===== src/design/afhc_pkg.sv =====
// ----------------------------------------------------------------------------
// afhc_pkg
// Shared types, codes and constant tables for the audio frame header checker.
// ----------------------------------------------------------------------------
package afhc_pkg;

    // stream kind codes on the result channel
    localparam logic [1:0] KIND_AC3  = 2'd0;
    localparam logic [1:0] KIND_MPEG = 2'd1;
    localparam logic [1:0] KIND_NONE = 2'd2;

    // sync bytes
    localparam logic [7:0] SYNC_AC3_HI  = 8'h0B;
    localparam logic [7:0] SYNC_AC3_LO  = 8'h77;
    localparam logic [7:0] SYNC_MPEG_HI = 8'hFF;

    // field values, reserved codes among them
    localparam logic [5:0] AC3_CODES      = 6'd38;
    localparam logic [1:0] AC3_FS_RSVD    = 2'd3;
    localparam logic [1:0] MPEG_VER_RSVD  = 2'd1;
    localparam logic [1:0] MPEG_VER_1     = 2'd3;
    localparam logic [1:0] MPEG_VER_2     = 2'd2;
    localparam logic [1:0] MPEG_VER_25    = 2'd0;
    localparam logic [1:0] MPEG_LAY_RSVD  = 2'd0;
    localparam logic [3:0] MPEG_BR_FREE   = 4'd0;
    localparam logic [3:0] MPEG_BR_BAD    = 4'hF;
    localparam logic [1:0] MPEG_SR_RSVD   = 2'd3;
    localparam logic [1:0] MPEG_SR_11K    = 2'd0;
    localparam logic [1:0] MPEG_SR_12K    = 2'd1;
    localparam logic [1:0] MPEG_SR_8K     = 2'd2;
    localparam logic [1:0] MPEG_EMPH_RSVD = 2'd2;

    // slots per frame
    localparam logic [7:0] SLOTS_L1   = 8'd12;
    localparam logic [7:0] SLOTS_FULL = 8'd144;
    localparam logic [7:0] SLOTS_HALF = 8'd72;

    // queue between front and back
    localparam int Q_DEPTH = 2;
    localparam int Q_PTR_W = $clog2(Q_DEPTH);
    localparam int Q_CNT_W = $clog2(Q_DEPTH + 1);

    // reciprocal multipliers, quotient taken from product bit RECIP_SHIFT up
    // kbps*1000/11025 = kbps*40/441, kbps*1000/12000 = kbps/12, /8000 = kbps/8
    localparam int RECIP_SHIFT = 30;
    localparam logic [27:0] RECIP_441 =
        28'(((64'd1 << RECIP_SHIFT) + 64'd440) / 64'd441);
    localparam logic [27:0] RECIP_12 =
        28'(((64'd1 << RECIP_SHIFT) + 64'd11) / 64'd12);
    localparam logic [27:0] RECIP_8 = 28'(64'd1 << (RECIP_SHIFT - 3));

    // one classified header on its way to the back part
    typedef struct packed {
        logic        hdr_ok;
        logic [1:0]  kind;
        logic [11:0] bytes;     // final length when use_calc is low
        logic        use_calc;  // mpeg length still to be computed
        logic [15:0] slot_kbps; // slots times kbit/s
        logic [1:0]  sri;
        logic [1:0]  fam_sh;    // right shift for the version's rate multiple
        logic        pad;
        logic        layer1;
    } t_item;

    // ac-3 words per syncframe by fscod and frmsizecod
    localparam logic [10:0] AC3_WORDS [0:2][0:37] = '{
        '{11'd64, 11'd64, 11'd80, 11'd80, 11'd96, 11'd96, 11'd112, 11'd112,
          11'd128, 11'd128, 11'd160, 11'd160, 11'd192, 11'd192, 11'd224, 11'd224,
          11'd256, 11'd256, 11'd320, 11'd320, 11'd384, 11'd384, 11'd448, 11'd448,
          11'd512, 11'd512, 11'd640, 11'd640, 11'd768, 11'd768, 11'd896, 11'd896,
          11'd1024, 11'd1024, 11'd1152, 11'd1152, 11'd1280, 11'd1280},
        '{11'd69, 11'd70, 11'd87, 11'd88, 11'd104, 11'd105, 11'd121, 11'd122,
          11'd139, 11'd140, 11'd174, 11'd175, 11'd208, 11'd209, 11'd243, 11'd244,
          11'd278, 11'd279, 11'd348, 11'd349, 11'd417, 11'd418, 11'd487, 11'd488,
          11'd557, 11'd558, 11'd696, 11'd697, 11'd835, 11'd836, 11'd975, 11'd976,
          11'd1114, 11'd1115, 11'd1253, 11'd1254, 11'd1393, 11'd1394},
        '{11'd96, 11'd96, 11'd120, 11'd120, 11'd144, 11'd144, 11'd168, 11'd168,
          11'd192, 11'd192, 11'd240, 11'd240, 11'd288, 11'd288, 11'd336, 11'd336,
          11'd384, 11'd384, 11'd480, 11'd480, 11'd576, 11'd576, 11'd672, 11'd672,
          11'd768, 11'd768, 11'd960, 11'd960, 11'd1152, 11'd1152, 11'd1344, 11'd1344,
          11'd1536, 11'd1536, 11'd1728, 11'd1728, 11'd1920, 11'd1920}
    };

    // mpeg bitrates in kbit/s by family, layer (I..III) and index
    localparam logic [8:0] MPEG_KBPS [0:1][0:2][0:15] = '{
        '{
            '{9'd0, 9'd32, 9'd64, 9'd96, 9'd128, 9'd160, 9'd192, 9'd224,
              9'd256, 9'd288, 9'd320, 9'd352, 9'd384, 9'd416, 9'd448, 9'd0},
            '{9'd0, 9'd32, 9'd48, 9'd56, 9'd64, 9'd80, 9'd96, 9'd112,
              9'd128, 9'd160, 9'd192, 9'd224, 9'd256, 9'd320, 9'd384, 9'd0},
            '{9'd0, 9'd32, 9'd40, 9'd48, 9'd56, 9'd64, 9'd80, 9'd96,
              9'd112, 9'd128, 9'd160, 9'd192, 9'd224, 9'd256, 9'd320, 9'd0}
        },
        '{
            '{9'd0, 9'd32, 9'd48, 9'd56, 9'd64, 9'd80, 9'd96, 9'd112,
              9'd128, 9'd144, 9'd160, 9'd176, 9'd192, 9'd224, 9'd256, 9'd0},
            '{9'd0, 9'd8, 9'd16, 9'd24, 9'd32, 9'd40, 9'd48, 9'd56,
              9'd64, 9'd80, 9'd96, 9'd112, 9'd128, 9'd144, 9'd160, 9'd0},
            '{9'd0, 9'd8, 9'd16, 9'd24, 9'd32, 9'd40, 9'd48, 9'd56,
              9'd64, 9'd80, 9'd96, 9'd112, 9'd128, 9'd144, 9'd160, 9'd0}
        }
    };

endpackage


===== src/design/afhc_front.sv =====
// ----------------------------------------------------------------------------
// afhc_front
// Accepts a header word, checks sync and reserved fields, and registers the
// classified item until the queue takes it.
// ----------------------------------------------------------------------------
module afhc_front (
    input  logic                i_clk,
    input  logic                i_rst_n,
    input  logic                i_start,
    input  logic [39:0]         i_header_word,
    input  logic                i_q_full,
    output logic                o_busy,
    output logic                o_push,
    output afhc_pkg::t_item     o_item
);

    logic              r_valid;
    afhc_pkg::t_item   r_item;
    afhc_pkg::t_item   n_item;
    logic              w_accept;
    logic              w_load_ok;

    logic [7:0]  b0;
    logic [7:0]  b1;
    logic        ac3_sync;
    logic        mpeg_sync;
    logic [1:0]  fs;
    logic [5:0]  code;
    logic        ac3_ok;
    logic [1:0]  ver;
    logic [1:0]  lay;
    logic [3:0]  bri;
    logic [1:0]  sri;
    logic [1:0]  emph;
    logic [1:0]  li;
    logic        fam;
    logic        mpeg_ok;
    logic [8:0]  kbps;
    logic [7:0]  slots;
    logic [16:0] slot_prod;

    // handshake
    assign o_push    = r_valid && !i_q_full;
    assign w_load_ok = !r_valid || o_push;
    assign o_busy    = !w_load_ok;
    assign w_accept  = i_start && w_load_ok;
    assign o_item    = r_item;

    // field extraction
    assign b0   = i_header_word[39:32];
    assign b1   = i_header_word[31:24];
    assign fs   = i_header_word[7:6];
    assign code = i_header_word[5:0];
    assign ver  = i_header_word[28:27];
    assign lay  = i_header_word[26:25];
    assign bri  = i_header_word[23:20];
    assign sri  = i_header_word[19:18];
    assign emph = i_header_word[9:8];

    assign ac3_sync  = (b0 == afhc_pkg::SYNC_AC3_HI) && (b1 == afhc_pkg::SYNC_AC3_LO);
    assign mpeg_sync = (b0 == afhc_pkg::SYNC_MPEG_HI) && (b1[7:5] == 3'b111);

    assign ac3_ok  = (fs != afhc_pkg::AC3_FS_RSVD) && (code < afhc_pkg::AC3_CODES);
    assign mpeg_ok = (ver != afhc_pkg::MPEG_VER_RSVD) && (lay != afhc_pkg::MPEG_LAY_RSVD)
                  && (bri != afhc_pkg::MPEG_BR_BAD) && (sri != afhc_pkg::MPEG_SR_RSVD)
                  && (emph != afhc_pkg::MPEG_EMPH_RSVD);

    // layer I is index 0; reserved layer code maps to 0 and is rejected anyway
    assign li  = (lay == afhc_pkg::MPEG_LAY_RSVD) ? 2'd0 : 2'(2'd3 - lay);
    assign fam = (ver != afhc_pkg::MPEG_VER_1);

    // bitrate and slot count
    always_comb begin
        kbps = afhc_pkg::MPEG_KBPS[fam][li][bri];
        if (li == 2'd0) begin
            slots = afhc_pkg::SLOTS_L1;
        end else if (li == 2'd1 || !fam) begin
            slots = afhc_pkg::SLOTS_FULL;
        end else begin
            slots = afhc_pkg::SLOTS_HALF;
        end
        slot_prod = 17'(slots) * 17'(kbps);
    end

    // classified item
    always_comb begin
        n_item           = '0;
        n_item.kind      = afhc_pkg::KIND_NONE;
        n_item.slot_kbps = slot_prod[15:0];
        n_item.sri       = sri;
        n_item.pad       = i_header_word[17];
        n_item.layer1    = (li == 2'd0);
        case (ver)
            afhc_pkg::MPEG_VER_1: n_item.fam_sh = 2'd2;
            afhc_pkg::MPEG_VER_2: n_item.fam_sh = 2'd1;
            default:              n_item.fam_sh = 2'd0;
        endcase
        if (ac3_sync) begin
            n_item.kind = afhc_pkg::KIND_AC3;
            if (ac3_ok) begin
                n_item.hdr_ok = 1'b1;
                n_item.bytes  = {afhc_pkg::AC3_WORDS[fs][code], 1'b0};
            end
        end else if (mpeg_sync) begin
            n_item.kind = afhc_pkg::KIND_MPEG;
            if (mpeg_ok) begin
                n_item.hdr_ok   = 1'b1;
                n_item.use_calc = (bri != afhc_pkg::MPEG_BR_FREE);
            end
        end
    end

    // control register
    always_ff @(posedge i_clk) begin
        if (!i_rst_n) begin
            r_valid <= 1'b0;
        end else if (w_load_ok) begin
            r_valid <= i_start;
        end
    end

    // payload register
    always_ff @(posedge i_clk) begin
        if (w_accept) begin
            r_item <= n_item;
        end
    end

endmodule


===== src/design/afhc_fifo.sv =====
// ----------------------------------------------------------------------------
// afhc_fifo
// Short queue of classified items between the front and back parts.
// ----------------------------------------------------------------------------
module afhc_fifo (
    input  logic                i_clk,
    input  logic                i_rst_n,
    input  logic                i_push,
    input  afhc_pkg::t_item     i_item,
    input  logic                i_pop,
    output logic                o_full,
    output logic                o_empty,
    output afhc_pkg::t_item     o_item
);

    afhc_pkg::t_item                 r_slot [afhc_pkg::Q_DEPTH];
    logic [afhc_pkg::Q_PTR_W-1:0]    r_wr_ptr;
    logic [afhc_pkg::Q_PTR_W-1:0]    r_rd_ptr;
    logic [afhc_pkg::Q_CNT_W-1:0]    r_count;
    logic                            w_push;
    logic                            w_pop;

    assign o_full  = (r_count == afhc_pkg::Q_CNT_W'(afhc_pkg::Q_DEPTH));
    assign o_empty = (r_count == '0);
    assign w_push  = i_push && !o_full;
    assign w_pop   = i_pop && !o_empty;
    assign o_item  = r_slot[r_rd_ptr];

    // pointers and fill count
    always_ff @(posedge i_clk) begin
        if (!i_rst_n) begin
            r_wr_ptr <= '0;
            r_rd_ptr <= '0;
            r_count  <= '0;
        end else begin
            if (w_push) begin
                r_wr_ptr <= (r_wr_ptr == afhc_pkg::Q_PTR_W'(afhc_pkg::Q_DEPTH - 1))
                          ? '0 : r_wr_ptr + 1'b1;
            end
            if (w_pop) begin
                r_rd_ptr <= (r_rd_ptr == afhc_pkg::Q_PTR_W'(afhc_pkg::Q_DEPTH - 1))
                          ? '0 : r_rd_ptr + 1'b1;
            end
            case ({w_push, w_pop})
                2'b10:   r_count <= r_count + 1'b1;
                2'b01:   r_count <= r_count - 1'b1;
                default: r_count <= r_count;
            endcase
        end
    end

    // entry storage
    always_ff @(posedge i_clk) begin
        if (w_push) begin
            r_slot[r_wr_ptr] <= i_item;
        end
    end

endmodule


===== src/design/afhc_back.sv =====
// ----------------------------------------------------------------------------
// afhc_back
// Computes the mpeg frame length by reciprocal multiply and drives the
// registered result with its strobe.
// ----------------------------------------------------------------------------
module afhc_back (
    input  logic                i_clk,
    input  logic                i_rst_n,
    input  logic                i_valid,
    input  afhc_pkg::t_item     i_item,
    output logic                o_done,
    output logic                o_header_ok,
    output logic [1:0]          o_stream_kind,
    output logic [11:0]         o_frame_bytes
);

    logic              r_b1_valid;
    afhc_pkg::t_item   r_b1_item;
    logic [49:0]       r_prod;
    logic [49:0]       n_prod;
    logic [21:0]       w_num;
    logic [27:0]       w_recip;

    logic              r_done;
    logic              r_header_ok;
    logic [1:0]        r_stream_kind;
    logic [11:0]       r_frame_bytes;
    logic [12:0]       w_quot;
    logic [12:0]       w_slots;
    logic [12:0]       w_slots_pad;
    logic [11:0]       n_frame_bytes;

    // numerator and reciprocal chosen by sample-rate index
    always_comb begin
        case (i_item.sri)
            afhc_pkg::MPEG_SR_11K: begin
                w_num   = 22'({i_item.slot_kbps, 5'b0}) + 22'({i_item.slot_kbps, 3'b0});
                w_recip = afhc_pkg::RECIP_441;
            end
            afhc_pkg::MPEG_SR_12K: begin
                w_num   = 22'(i_item.slot_kbps);
                w_recip = afhc_pkg::RECIP_12;
            end
            afhc_pkg::MPEG_SR_8K: begin
                w_num   = 22'(i_item.slot_kbps);
                w_recip = afhc_pkg::RECIP_8;
            end
            default: begin
                w_num   = '0;
                w_recip = '0;
            end
        endcase
        n_prod = {28'd0, w_num} * {22'd0, w_recip};
    end

    // stage one: multiply
    always_ff @(posedge i_clk) begin
        if (!i_rst_n) begin
            r_b1_valid <= 1'b0;
        end else begin
            r_b1_valid <= i_valid;
        end
    end

    always_ff @(posedge i_clk) begin
        if (i_valid) begin
            r_b1_item <= i_item;
            r_prod    <= n_prod;
        end
    end

    // stage two: scale by version, add padding, apply slot size
    always_comb begin
        w_quot      = r_prod[afhc_pkg::RECIP_SHIFT+12:afhc_pkg::RECIP_SHIFT];
        w_slots     = w_quot >> r_b1_item.fam_sh;
        w_slots_pad = w_slots + 13'(r_b1_item.pad);
        if (!r_b1_item.use_calc) begin
            n_frame_bytes = r_b1_item.bytes;
        end else if (r_b1_item.layer1) begin
            n_frame_bytes = {w_slots_pad[9:0], 2'b00};
        end else begin
            n_frame_bytes = w_slots_pad[11:0];
        end
    end

    // result register
    always_ff @(posedge i_clk) begin
        if (!i_rst_n) begin
            r_done <= 1'b0;
        end else begin
            r_done <= r_b1_valid;
        end
    end

    always_ff @(posedge i_clk) begin
        if (r_b1_valid) begin
            r_header_ok   <= r_b1_item.hdr_ok;
            r_stream_kind <= r_b1_item.kind;
            r_frame_bytes <= n_frame_bytes;
        end
    end

    assign o_done        = r_done;
    assign o_header_ok   = r_header_ok;
    assign o_stream_kind = r_stream_kind;
    assign o_frame_bytes = r_frame_bytes;

    // a nonzero length only comes with an accepted header
    a_len_needs_ok: assert property (@(posedge i_clk) disable iff (!i_rst_n)
        (r_done && r_frame_bytes != 12'd0) |-> r_header_ok)
        else $error("frame length given for a rejected header");

    // an accepted header always names a sync
    a_ok_has_sync: assert property (@(posedge i_clk) disable iff (!i_rst_n)
        (r_done && r_header_ok) |-> (r_stream_kind != afhc_pkg::KIND_NONE))
        else $error("accepted header without sync");

    // results follow the multiply stage in the next cycle
    a_stage_follow: assert property (@(posedge i_clk) disable iff (!i_rst_n)
        r_b1_valid |=> r_done)
        else $error("result strobe missing after multiply stage");

endmodule


===== src/design/audio_frame_header_checker_unit.sv =====
// ----------------------------------------------------------------------------
// audio_frame_header_checker_unit
// Checks a five-byte AC-3 or MPEG audio header and gives its frame length.
// ----------------------------------------------------------------------------
// Usage:
//   input  : raise start with the 40-bit header on i_header_word (first byte
//            in bits 39..32); the transfer happens at a rising edge where start
//            is high and busy is low.
//   output : o_done is high for exactly one cycle with o_header_ok,
//            o_stream_kind and o_frame_bytes; the transfer happens at the edge
//            that ends that cycle, and the receiver cannot hold it off.
//   path   : from its input transfer a header passes the front register,
//            the queue, the multiply stage and the result register.
//   rate   : one header per cycle; the back part never stalls, so the
//            two-entry queue never fills and busy stays low.
//   length : MPEG lengths use one 22x28 reciprocal multiply per header in
//            the back part; AC-3 lengths come from a constant table in front.
//   reset  : synchronous, active low; clears the front, queue and result
//            strobes, so items in flight are dropped.
// ----------------------------------------------------------------------------
module audio_frame_header_checker_unit (
    input  logic         i_clk,
    input  logic         i_rst_n,
    input  logic         start,
    output logic         busy,
    input  logic [39:0]  i_header_word,
    output logic         o_done,
    output logic         o_header_ok,
    output logic [1:0]   o_stream_kind,
    output logic [11:0]  o_frame_bytes
);

    afhc_pkg::t_item   w_front_item;
    afhc_pkg::t_item   w_q_item;
    logic              w_push;
    logic              w_q_full;
    logic              w_q_empty;
    logic              w_pop;

    // front part: classify and hold
    afhc_front u_front (
        .i_clk          (i_clk),
        .i_rst_n        (i_rst_n),
        .i_start        (start),
        .i_header_word  (i_header_word),
        .i_q_full       (w_q_full),
        .o_busy         (busy),
        .o_push         (w_push),
        .o_item         (w_front_item)
    );

    // queue between the parts
    afhc_fifo u_fifo (
        .i_clk    (i_clk),
        .i_rst_n  (i_rst_n),
        .i_push   (w_push),
        .i_item   (w_front_item),
        .i_pop    (w_pop),
        .o_full   (w_q_full),
        .o_empty  (w_q_empty),
        .o_item   (w_q_item)
    );

    // back part takes an item whenever one is queued
    assign w_pop = !w_q_empty;

    afhc_back u_back (
        .i_clk          (i_clk),
        .i_rst_n        (i_rst_n),
        .i_valid        (w_pop),
        .i_item         (w_q_item),
        .o_done         (o_done),
        .o_header_ok    (o_header_ok),
        .o_stream_kind  (o_stream_kind),
        .o_frame_bytes  (o_frame_bytes)
    );

    // fixed latency from input transfer to result strobe
    a_latency: assert property (@(posedge i_clk) disable iff (!i_rst_n)
        (start && !busy) |-> ##4 o_done)
        else $error("result strobe missing four cycles after transfer");

    // the back part drains the queue every cycle, so it never fills
    a_never_full: assert property (@(posedge i_clk) disable iff (!i_rst_n)
        !w_q_full)
        else $error("queue filled up");

    // no strobe without an earlier transfer
    a_done_has_src: assert property (@(posedge i_clk) disable iff (!i_rst_n)
        o_done |-> $past(w_pop, 2))
        else $error("result strobe without queued item");

endmodule

===== config.mk =====
export PLATFORM = sky130hd
export DESIGN_NAME = audio_frame_header_checker_unit
export DESIGN_NICKNAME = d
export VERILOG_FILES = /design/src/design/afhc_pkg.sv /design/src/design/afhc_front.sv /design/src/design/afhc_fifo.sv /design/src/design/afhc_back.sv /design/src/design/audio_frame_header_checker_unit.sv
export SDC_FILE = /design/constraint.sdc
export NUM_CORES = 1
export LEC_CHECK = 0
export BUFFER_PORTS_ARGS = -buffer_cell sky130_fd_sc_hd__buf_2
export CELL_PAD_IN_SITES_DETAIL_PLACEMENT = 0
export CELL_PAD_IN_SITES_GLOBAL_PLACEMENT = 1
export CORE_MARGIN = 10
export CORE_UTILIZATION = 52
export CTS_CLUSTER_DIAMETER = 80
export DETAILED_ROUTE_END_ITERATION = 10
export HOLD_SLACK_MARGIN = 0.05
export PLACE_DENSITY = 0.85
export SYNTH_ARGS = -nofsm -noshare
export SYNTH_HDL_FRONTEND = slang
export SYNTH_SLANG_ARGS = --single-unit

===== constraint.sdc =====
create_clock -name i_clk -period 10.2 [get_ports i_clk]
set_input_delay 0.51 -clock i_clk [delete_from_list [all_inputs] [get_ports i_clk]]
set_output_delay 0.51 -clock i_clk [all_outputs]
set_load 0.01 [all_outputs]

==> results of run 1 <==
==> worst max-delay path: cells and delay by family, from the launching register on <==
kind / cells / cell delay [ns]
flops: 1 / 0.58
mux: 1 / 0.42
compound gates: 11 / 2.67
simple gates: 2 / 0.83
fa+ha+maj: 9 / 4.12
buf+inv: 5 / 0.67
xor+xnor: 1 / 0.22
==> power groups by stage <==
stage                     combinational, uW  sequential, uW  clock [uW]
final                                  2740             790         639
after global routing                   3120             795         679
after CTS                              2760             790         654
after detailed placement               2740             804           0
after global placement                 2670             800           0
after floorplan                        1990             791           0
==> synth_stat cells (5+ instances only) <==
cell      instances  share of area (%)
nand3_1          17               0.42
fa_1            309                 30
buf_1             7               0.13
nor3b_1           7               0.26
mux2i_1          18               0.89
o21ai_0          44                1.1
o21a_1           12               0.44
edfxtp_1        143                 21
nor3_1           17               0.42
a22oi_1           6               0.22
and3_1           14               0.43
xnor2_1          36                1.6
a21oi_1          62                1.5
o31ai_1           5               0.18
and2_1           30               0.92
mux4_2            9                1.0
ha_1            268                 16
xor2_1           16               0.69
nand2_1          79                1.5
or2_2             9               0.28
inv_1           491                9.1
nor2b_1          15               0.46
nand2b_1          8               0.25
mux2_2           40                2.2
dfxtp_1           8               0.79
clkbuf_1         33               0.61
a21o_1           21               0.78
a31oi_1           9               0.28
o211ai_1          6               0.22
nor2_1           95                1.8
nand4_1          11               0.34
a211oi_1          9               0.33
==> repair_timing <==
action / in CTS / in global routing
endpoints found under the setup margin: 0 / 1
gates resized for setup: 0 / 2
hold buffers: 0 / 0
hold endpoints to repair: 0 / 0
==> state kept, by name, indices dropped and copies added (netlist names), named ones only <==
name and cells:
u_front.o_item 32, u_back.o_done 1, u_back.o_frame_bytes 12, u_back.o_stream_kind 2, u_back.o_header_ok 1, u_back.r_b1_item 19
u_fifo.r_slot 64, u_fifo.r_wr_ptr 1, u_front.r_valid 1, u_fifo.r_rd_ptr 1, u_fifo.r_count 2, u_back.r_prod 13
u_back.r_b1_valid 1
==> cells by family after synthesis <==
logic type	synth area share [%]
XOR/XNOR	2.239
AND/OR/NAND/NOR	7.732
buffers and inverters	9.910
other	0.03692
flip-flops	21.90
multiplexers	4.097
AO/OA/AOI/OAI	7.185
adder cells (fa/ha/maj)	46.90
==> routing by layer <==
metal | routed length, um | GRT usage [%]
met1 | 20820 | 26.89
met2 | 22790 | 33.89
met3 | 2364 | 3.592
met4 | 1055 | 5.647
met5 | 10 | 0
==> layout by cell type, fill, tap and decap left out, types with 5 or more instances in the layout <==
cell	n
nand3_1	17
or2_2	9
conb_1	41
nor3b_1	7
nor2b_1	14
nand2b_1	8
clkinv_8	6
and2_1	30
o211ai_1	6
buf_2	52
o21ai_0	44
mux2_2	40
dfxtp_1	8
xor2_1	16
a21o_1	21
edfxtp_1	143
nand2_1	79
nand4_1	11
mux2i_1	17
inv_1	491
a211oi_1	9
clkbuf_16	17
and3_1	14
buf_4	12
a31oi_1	9
a22oi_1	6
o21a_1	12
ha_1	268
nor2_1	93
nor3_1	17
fa_1	309
a21oi_1	62
o31ai_1	5
mux4_2	9
xnor2_1	36
==> per-stage QoR <==
| stage | std cells | hold WS, ns |
|---|---|---|
| global route | 2539 | 0.2351 |
| detailed placement | 2507 | 0.4313 |
| CTS | 2539 | 0.2373 |
| global placement | 2507 | 0.4235 |
| finish | 2539 | 0.2531 |
| floorplan | 1968 | 0.4003 |
==> cell type report <==
| type | count | area (um^2) |
|---|---|---|
| clock buffer | 17 | 425.4 |
| clock inverter | 15 | 193.9 |
| fill | 3321 | 16700 |
| inverter | 493 | 1851 |
| multi-input combinational | 1281 | 14030 |
| sequential | 151 | 4454 |
| tap | 518 | 648.1 |
| timing repair buffer | 64 | 350.3 |
==> worst max-delay path by stage <==
stage                     slack [ns]  start  depth (start not counted)                end
after floorplan                 1.23   flop                         31  u_back.r_prod[39]
after global placement          0.60   flop                         29  u_back.r_prod[39]
after detailed placement        0.44   flop                         29  u_back.r_prod[39]
after CTS                       0.41   flop                         29  u_back.r_prod[39]
after global routing           0.007   flop                         28  u_back.r_prod[39]
final                           0.49   flop                         29  u_back.r_prod[39]
==> results.cfg, run 1 <==
[power]
p_clk_share_pct = 15.3
finalPower_uw = 4169
p_sw_share_pct = 46.62
leakagePower_uw = 0.01083
p_per_area_nw_per_um2 = 189.9
ir_drop_mv = 0.1935
pwr-share-comb_pct = 65.7
p_int_uw = 2225
p_sw_uw = 1944
seq_power_share_pct = 18.9

[drt]
ant_nets = 0
wirelength_um = 47040
drcViolationCount = 0
viasPerCell = 5.260
vias = 13360
drt-initial-drc-count = 730
wl_per_cell_um = 18.53
firstDrtPassIters = 5

[floorplan]
initial_utilization_pct = 52.63
boundaryPins = 60
core-area_um2 = 38650
dieArea_um2 = 47430
dieHeight_um = 217.8
die_x_um = 217.8
std_cell_rows = 72

[logic_synthesis]
async_flop_share_pct = 0
syn_area_um2 = 20340
ys.warnings.count = 0
syn_inst = 1929
ys_seq_elements = 151
avgSynthCellArea_um2 = 10.54
ys_seq_area_share_pct = 21.90
synth.distinct_cells = 78
synth_edf_count = 143
synthFlopType = edfxtp_1

[place]
io_buffers = 52
hpwl_um = 40580
placedInstanceArea_um2 = 21320
place_ws_ns = 0.4358
gp_congestion = 0.9966

[setup_path]
crit_required_ns = 10.44
rr_worst_depth = 29
critical_path.max_stage_delay_ns = 0.60
crit_type = flop to flop
cp-end-kind = flop
crit_path_max_fanout = 24
r2r_slack_ns = 0.49
crit_path_frequent_cell = fa_1
crit_arrival_ns = 9.95
slowest_stage = fa_1
worstSetupStartpointType = flop
reg2reg_to = u_back.r_prod[39]

[finish]
areaGrowthSynthToFinish_pct = 7.917
drive_gt1_share_pct = 8.362
utilization_pct = 56.80
antennaDiodeCount = 0
nNetsFinal = 2628
fin_area_um2 = 21950

[sta]
worst_pin_slew_ns = 0.9291
finalSetupTns_ns = 0
rsz0062_at_grt = false
fin_skew_ns = 0.01689
fin_ws_ns = 0.4894
finalHoldViolCount = 0
fin_crit_ns = 9.711
drv_slew = 0
relSlewSlack_pct = 38.06
finalSetupViolCount = 0
max_freq_mhz = 103.0
finalCritPeriodShare_pct = 95.20

[min_path]
hold_end = u_front.o_item[1]
hold_class = input port to flop
worst_hold_startpoint = i_header_word[17]
hold_depth = 1

[flow_run]
maxCapViolations = 0

[global_route]
track_usage_pct = 20.36
grt_pass1_vias = 14340
antenna_found_initial = 1
grt_max_degree = 35
grt_pass1_wl_um = 75510
grt-ovfl-total = 0

[clock_tree]
cts_setup_buffers = 0
cts_sinks = 151
path_clk_slew_ns = 0.08
clock_path_buffers = 2
htree_levels = 4
cts_tree = yes
root_buffer = clkbuf_16
numCtsBuffers = 17
clkLatencyLatePin_ns = 0.43

[outcome]
status = completed
Note: power is estimated with default switching activity, not from simulation.
==> inputs of run 2 (changes only) <==
- CORE_UTILIZATION: 52 -> 50
- PLACE_DENSITY: 0.85 -> 0.83
==> results.cfg, run 2 (synthesis gave the netlist of run 1 again) <==
[global_route]
grt_pass1_vias = 14350
grt-ovfl-total = 0
grt_max_degree = 35
grt_pass1_wl_um = 77330
antenna_found_initial = 0
track_usage_pct = 19.86

[setup_path]
rr_worst_depth = 29
crit_required_ns = 10.45
crit_type = flop to flop
critical_path.max_stage_delay_ns = 0.57
worstSetupStartpointType = flop
crit_arrival_ns = 9.72
slowest_stage = dfxtp_1
cp-end-kind = flop
crit_path_max_fanout = 9
crit_path_frequent_cell = fa_1

[sta]
max_freq_mhz = 105.6
worst_pin_slew_ns = 0.9461
rsz0062_at_grt = false
finalSetupViolCount = 0
drv_slew = 0
finalHoldViolCount = 0
finalCritPeriodShare_pct = 92.85
relSlewSlack_pct = 36.34
finalSetupTns_ns = 0
fin_crit_ns = 9.470
fin_skew_ns = 0.01863

[clock_tree]
cts_tree = yes
htree_levels = 4
cts_sinks = 151
path_clk_slew_ns = 0.07
clkLatencyLatePin_ns = 0.45
clock_path_buffers = 2
root_buffer = clkbuf_16
cts_resized = 0
numCtsBuffers = 17
cts_setup_buffers = 0
ctsHoldBuffers = 0

[floorplan]
std_cell_rows = 73
dieArea_um2 = 49150
dieHeight_um = 221.7
die_x_um = 221.7
initial_utilization_pct = 50.84
core-area_um2 = 40010
boundaryPins = 60

[place]
gp_congestion = 1.008
hpwl_um = 41330
io_buffers = 52

[finish]
n_fill_cell = 3543
antennaDiodeCount = 0
regMostFlops = u_fifo.r_slot
multi_input_area_um2 = 14020
largest_reg_flops = 64
nNetsFinal = 2634
seq_area_um2 = 4454
final_common_cell = inv_1
areaGrowthSynthToFinish_pct = 8.138
drive_gt1_share_pct = 8.535
final_cell_mix = inv_1 (491), fa_1 (309), ha_1 (268), edfxtp_1 (143), nor2_1 (94)

[power]
p_per_area_nw_per_um2 = 189.2
finalPower_uw = 4160
ir_drop_mv = 0.1403
leakagePower_uw = 0.01086

[drt]
vias = 13370
wirelength_um = 47930
drt-initial-drc-count = 800
ant_nets = 0
viasPerCell = 5.240
wl_per_cell_um = 18.78
firstDrtPassIters = 5
drcViolationCount = 0

[flow_run]
maxCapViolations = 0

[min_path]
hold_depth = 1
hold_class = input port to flop

[outcome]
status = completed
-- run 2: changes by cell type in the layout (fill, tap and decap cells not counted) --
cell	previous run	this run
buf_4	12	18
clkinv_8	6	5
inv_6	2	1
inv_8	4	6
mux2i_1	17	18
mux2i_2	1	0
nor2_1	93	94
nor2_2	3	2
-- run 2: cell type report --
class	instances	area share [%]
multi-input cells	1281	63.75
repair buffers	70	1.798
well taps	525	2.987
flip-flops and latches	151	20.25
inverters	493	8.413
clock buffers	17	1.934
clock inverters	15	0.8704
-- run 2: report_power, final --
group	total (uW)	switching, uW	internal [uW]
logic	2730	1590	1140
clock network	640	305	335
registers	789	24.0	765
-- run 2: critical path: cells and delay by family (launching register included) --
kind	cells	cell delay [ns]
AO/OA/AOI/OAI	10	2.52
adder cells (fa/ha/maj)	9	4.02
buffers and inverters	4	0.40
flip-flops	1	0.57
multiplexers	1	0.40
AND/OR/NAND/NOR	5	1.41
-- run 2: path summary, 6_finish.rpt --
kind	from	endpoint	slack, ns
max	flop	u_back.r_prod[39]	0.73
min	i_header_word[17]	u_front.o_item[1]	0.27
max reg2reg	flop	u_back.r_prod[39]	0.73
min reg2reg	u_front.o_item[1]	u_fifo.r_slot[1][1]	0.44
-- run 2: stage by stage --
stage / cell area (um^2) / std cells / hold slack, ns / setup slack (ns) / utilization, %
4_1_cts: 21990 / 2552 / 0.2410 / 0.7657 / 54.98
6_report: 21990 / 2552 / 0.2675 / 0.7296 / 54.98
3_3_place_gp: 21380 / 2520 / 0.4231 / 0.8906 / 53.44
2_1_floorplan: 20490 / 1968 / 0.4003 / 1.229 / -
3_5_place_dp: 21380 / 2520 / 0.4309 / 0.7759 / 53.44
5_1_grt: 21990 / 2552 / 0.2516 / 0.3033 / 54.98
-- run 2: per-layer routing --
layer	vias to the layer above	wire (um)	part of all wire (%)	GRT usage [%]
met5	-	0	0	0
met4	0	1387	2.9	6.626
met3	60	2434	5.1	3.006
met2	343	22910	48	32.99
met1	6640	21190	44	26.02
li1	6330	-	-	-
==> inputs of run 3 (changes only) <==
- PLACE_DENSITY: 0.83 -> not set
- PLACE_DENSITY_LB_ADDON: not set -> 0.08
==> results.cfg, run 3 (synthesis gave the netlist of run 1 again) <==
[outcome]
status = completed

[clock_tree]
htree_levels = 4
ctsHoldBuffers = 0
numCtsBuffers = 17
cts_sinks = 151
path_clk_slew_ns = 0.07
cts_tree = yes
clkLatencyLatePin_ns = 0.43
cts_resized = 0
root_buffer = clkbuf_16
cts_setup_buffers = 0
clock_path_buffers = 2

[sta]
fin_ws_ns = 0.5534
fin_crit_ns = 9.647
finalSetupViolCount = 0
finalHoldViolCount = 0
whs_ns = 0.2613
finalSetupTns_ns = 0
max_freq_mhz = 103.7
finalCritPeriodShare_pct = 94.57
relSlewSlack_pct = 38.97
drv_slew = 0
fin_skew_ns = 0.01400
rsz0062_at_grt = false
worst_pin_slew_ns = 0.9154

[setup_path]
critical_path.max_stage_delay_ns = 0.70
cp-end-kind = flop
slowest_stage = dfxtp_1
reg2reg_to = u_back.r_prod[39]
cp.depth = 30
r2r_slack_ns = 0.55
crit_path_frequent_cell = fa_1
cp_num_buf_inv = 5
crit_path_max_fanout = 12
crit_required_ns = 10.45
rr_worst_depth = 30
worstSetupStartpointType = flop
crit_type = flop to flop
crit_arrival_ns = 9.90
critPathTopFamily = adder cells

[drt]
wirelength_um = 48940
vias = 13210
wl_per_cell_um = 19.17
firstDrtPassIters = 5
routed-wl-met3_um = 2121
drt-initial-drc-count = 759
ant_nets = 0
viasPerCell = 5.173
drt-met1-wl_um = 23230
dr.max_layer_used = met4
wl_met2_um = 23170
drcViolationCount = 0

[power]
leakagePower_uw = 0.01085
p_int_uw = 2252
pwr-share-comb_pct = 66.5
p_sw_share_pct = 45.84
ir_drop_mv = 0.1433
p_per_area_nw_per_um2 = 189.3
finalPower_uw = 4158
p_clk_share_pct = 14.6
p_sw_uw = 1906
seq_power_share_pct = 19.0

[global_route]
track_usage_pct = 20.31
antenna_found_initial = 0
grt-ovfl-total = 0
grt_pass1_vias = 14240
grt_max_degree = 35
grt_pass1_wl_um = 78780

[floorplan]
initial_utilization_pct = 50.84
dieHeight_um = 221.7
die_x_um = 221.7
std_cell_rows = 73
boundaryPins = 60
core-area_um2 = 40010
dieArea_um2 = 49150

[finish]
nNetsFinal = 2635
n_fill_cell = 3609
seq_area_um2 = 4454
multi_input_area_um2 = 14020
utilization_pct = 54.89
final_cell_mix = inv_1 (491), fa_1 (309), ha_1 (268), edfxtp_1 (143), nor2_1 (94)
areaGrowthSynthToFinish_pct = 7.960
antennaDiodeCount = 0
largest_reg_flops = 64
final_common_cell = inv_1
regMostFlops = u_fifo.r_slot
drive_gt1_share_pct = 8.531

[min_path]
hold_depth = 1
worst_hold_startpoint = i_header_word[17]
hold_end = u_front.o_item[1]
hold_class = input port to flop

[place]
gp_congestion = 1.002
hpwl_um = 42580
io_buffers = 52
place_ws_ns = 0.5607

[flow_run]
maxCapViolations = 0
[run 3: layout make-up]
cell class / count / share of cell area, %
Tap cell: 525 / 2.991
Sequential cell: 151 / 20.28
Multi-Input combinational cell: 1281 / 63.85
Timing Repair Buffer: 71 / 1.835
Clock buffer: 20 / 2.131
Inverter: 493 / 8.427
Clock inverter: 12 / 0.4786
[run 3: metal layers]
| layer | GRT usage, % | up-vias |
|---|---|---|
| met1 | 28.47 | 6590 |
| met2 | 33.62 | 257 |
| met4 | 2.952 | 0 |
| met3 | 2.584 | 21 |
| li1 | - | 6338 |
| met5 | 0 | - |
[run 3: power by group through the flow]
stage	Clock (uW)	Sequential [uW]	Combinational, uW
3_5_place_dp	0	803	2750
5_1_grt	646	794	3160
6_report	605	789	2760
2_1_floorplan	0	791	1990
3_3_place_gp	0	800	2710
4_1_cts	617	790	2780
[run 3: how the worst max path moves through the flow]
stage	from	end	slack, ns
2_1_floorplan	flop	u_back.r_prod[39]	1.23
3_3_place_gp	flop	u_back.r_prod[39]	0.69
3_5_place_dp	flop	u_back.r_prod[39]	0.56
4_1_cts	flop	u_back.r_prod[39]	0.56
5_1_grt	flop	u_back.r_prod[39]	0.09
6_report	flop	u_back.r_prod[39]	0.55
[run 3: stage by stage]
stage	area, um^2	std cells
2_1_floorplan	20490	1968
4_1_cts	21960	2553
6_report	21960	2553
3_3_place_gp	21390	2521
5_1_grt	21960	2553
3_5_place_dp	21390	2521
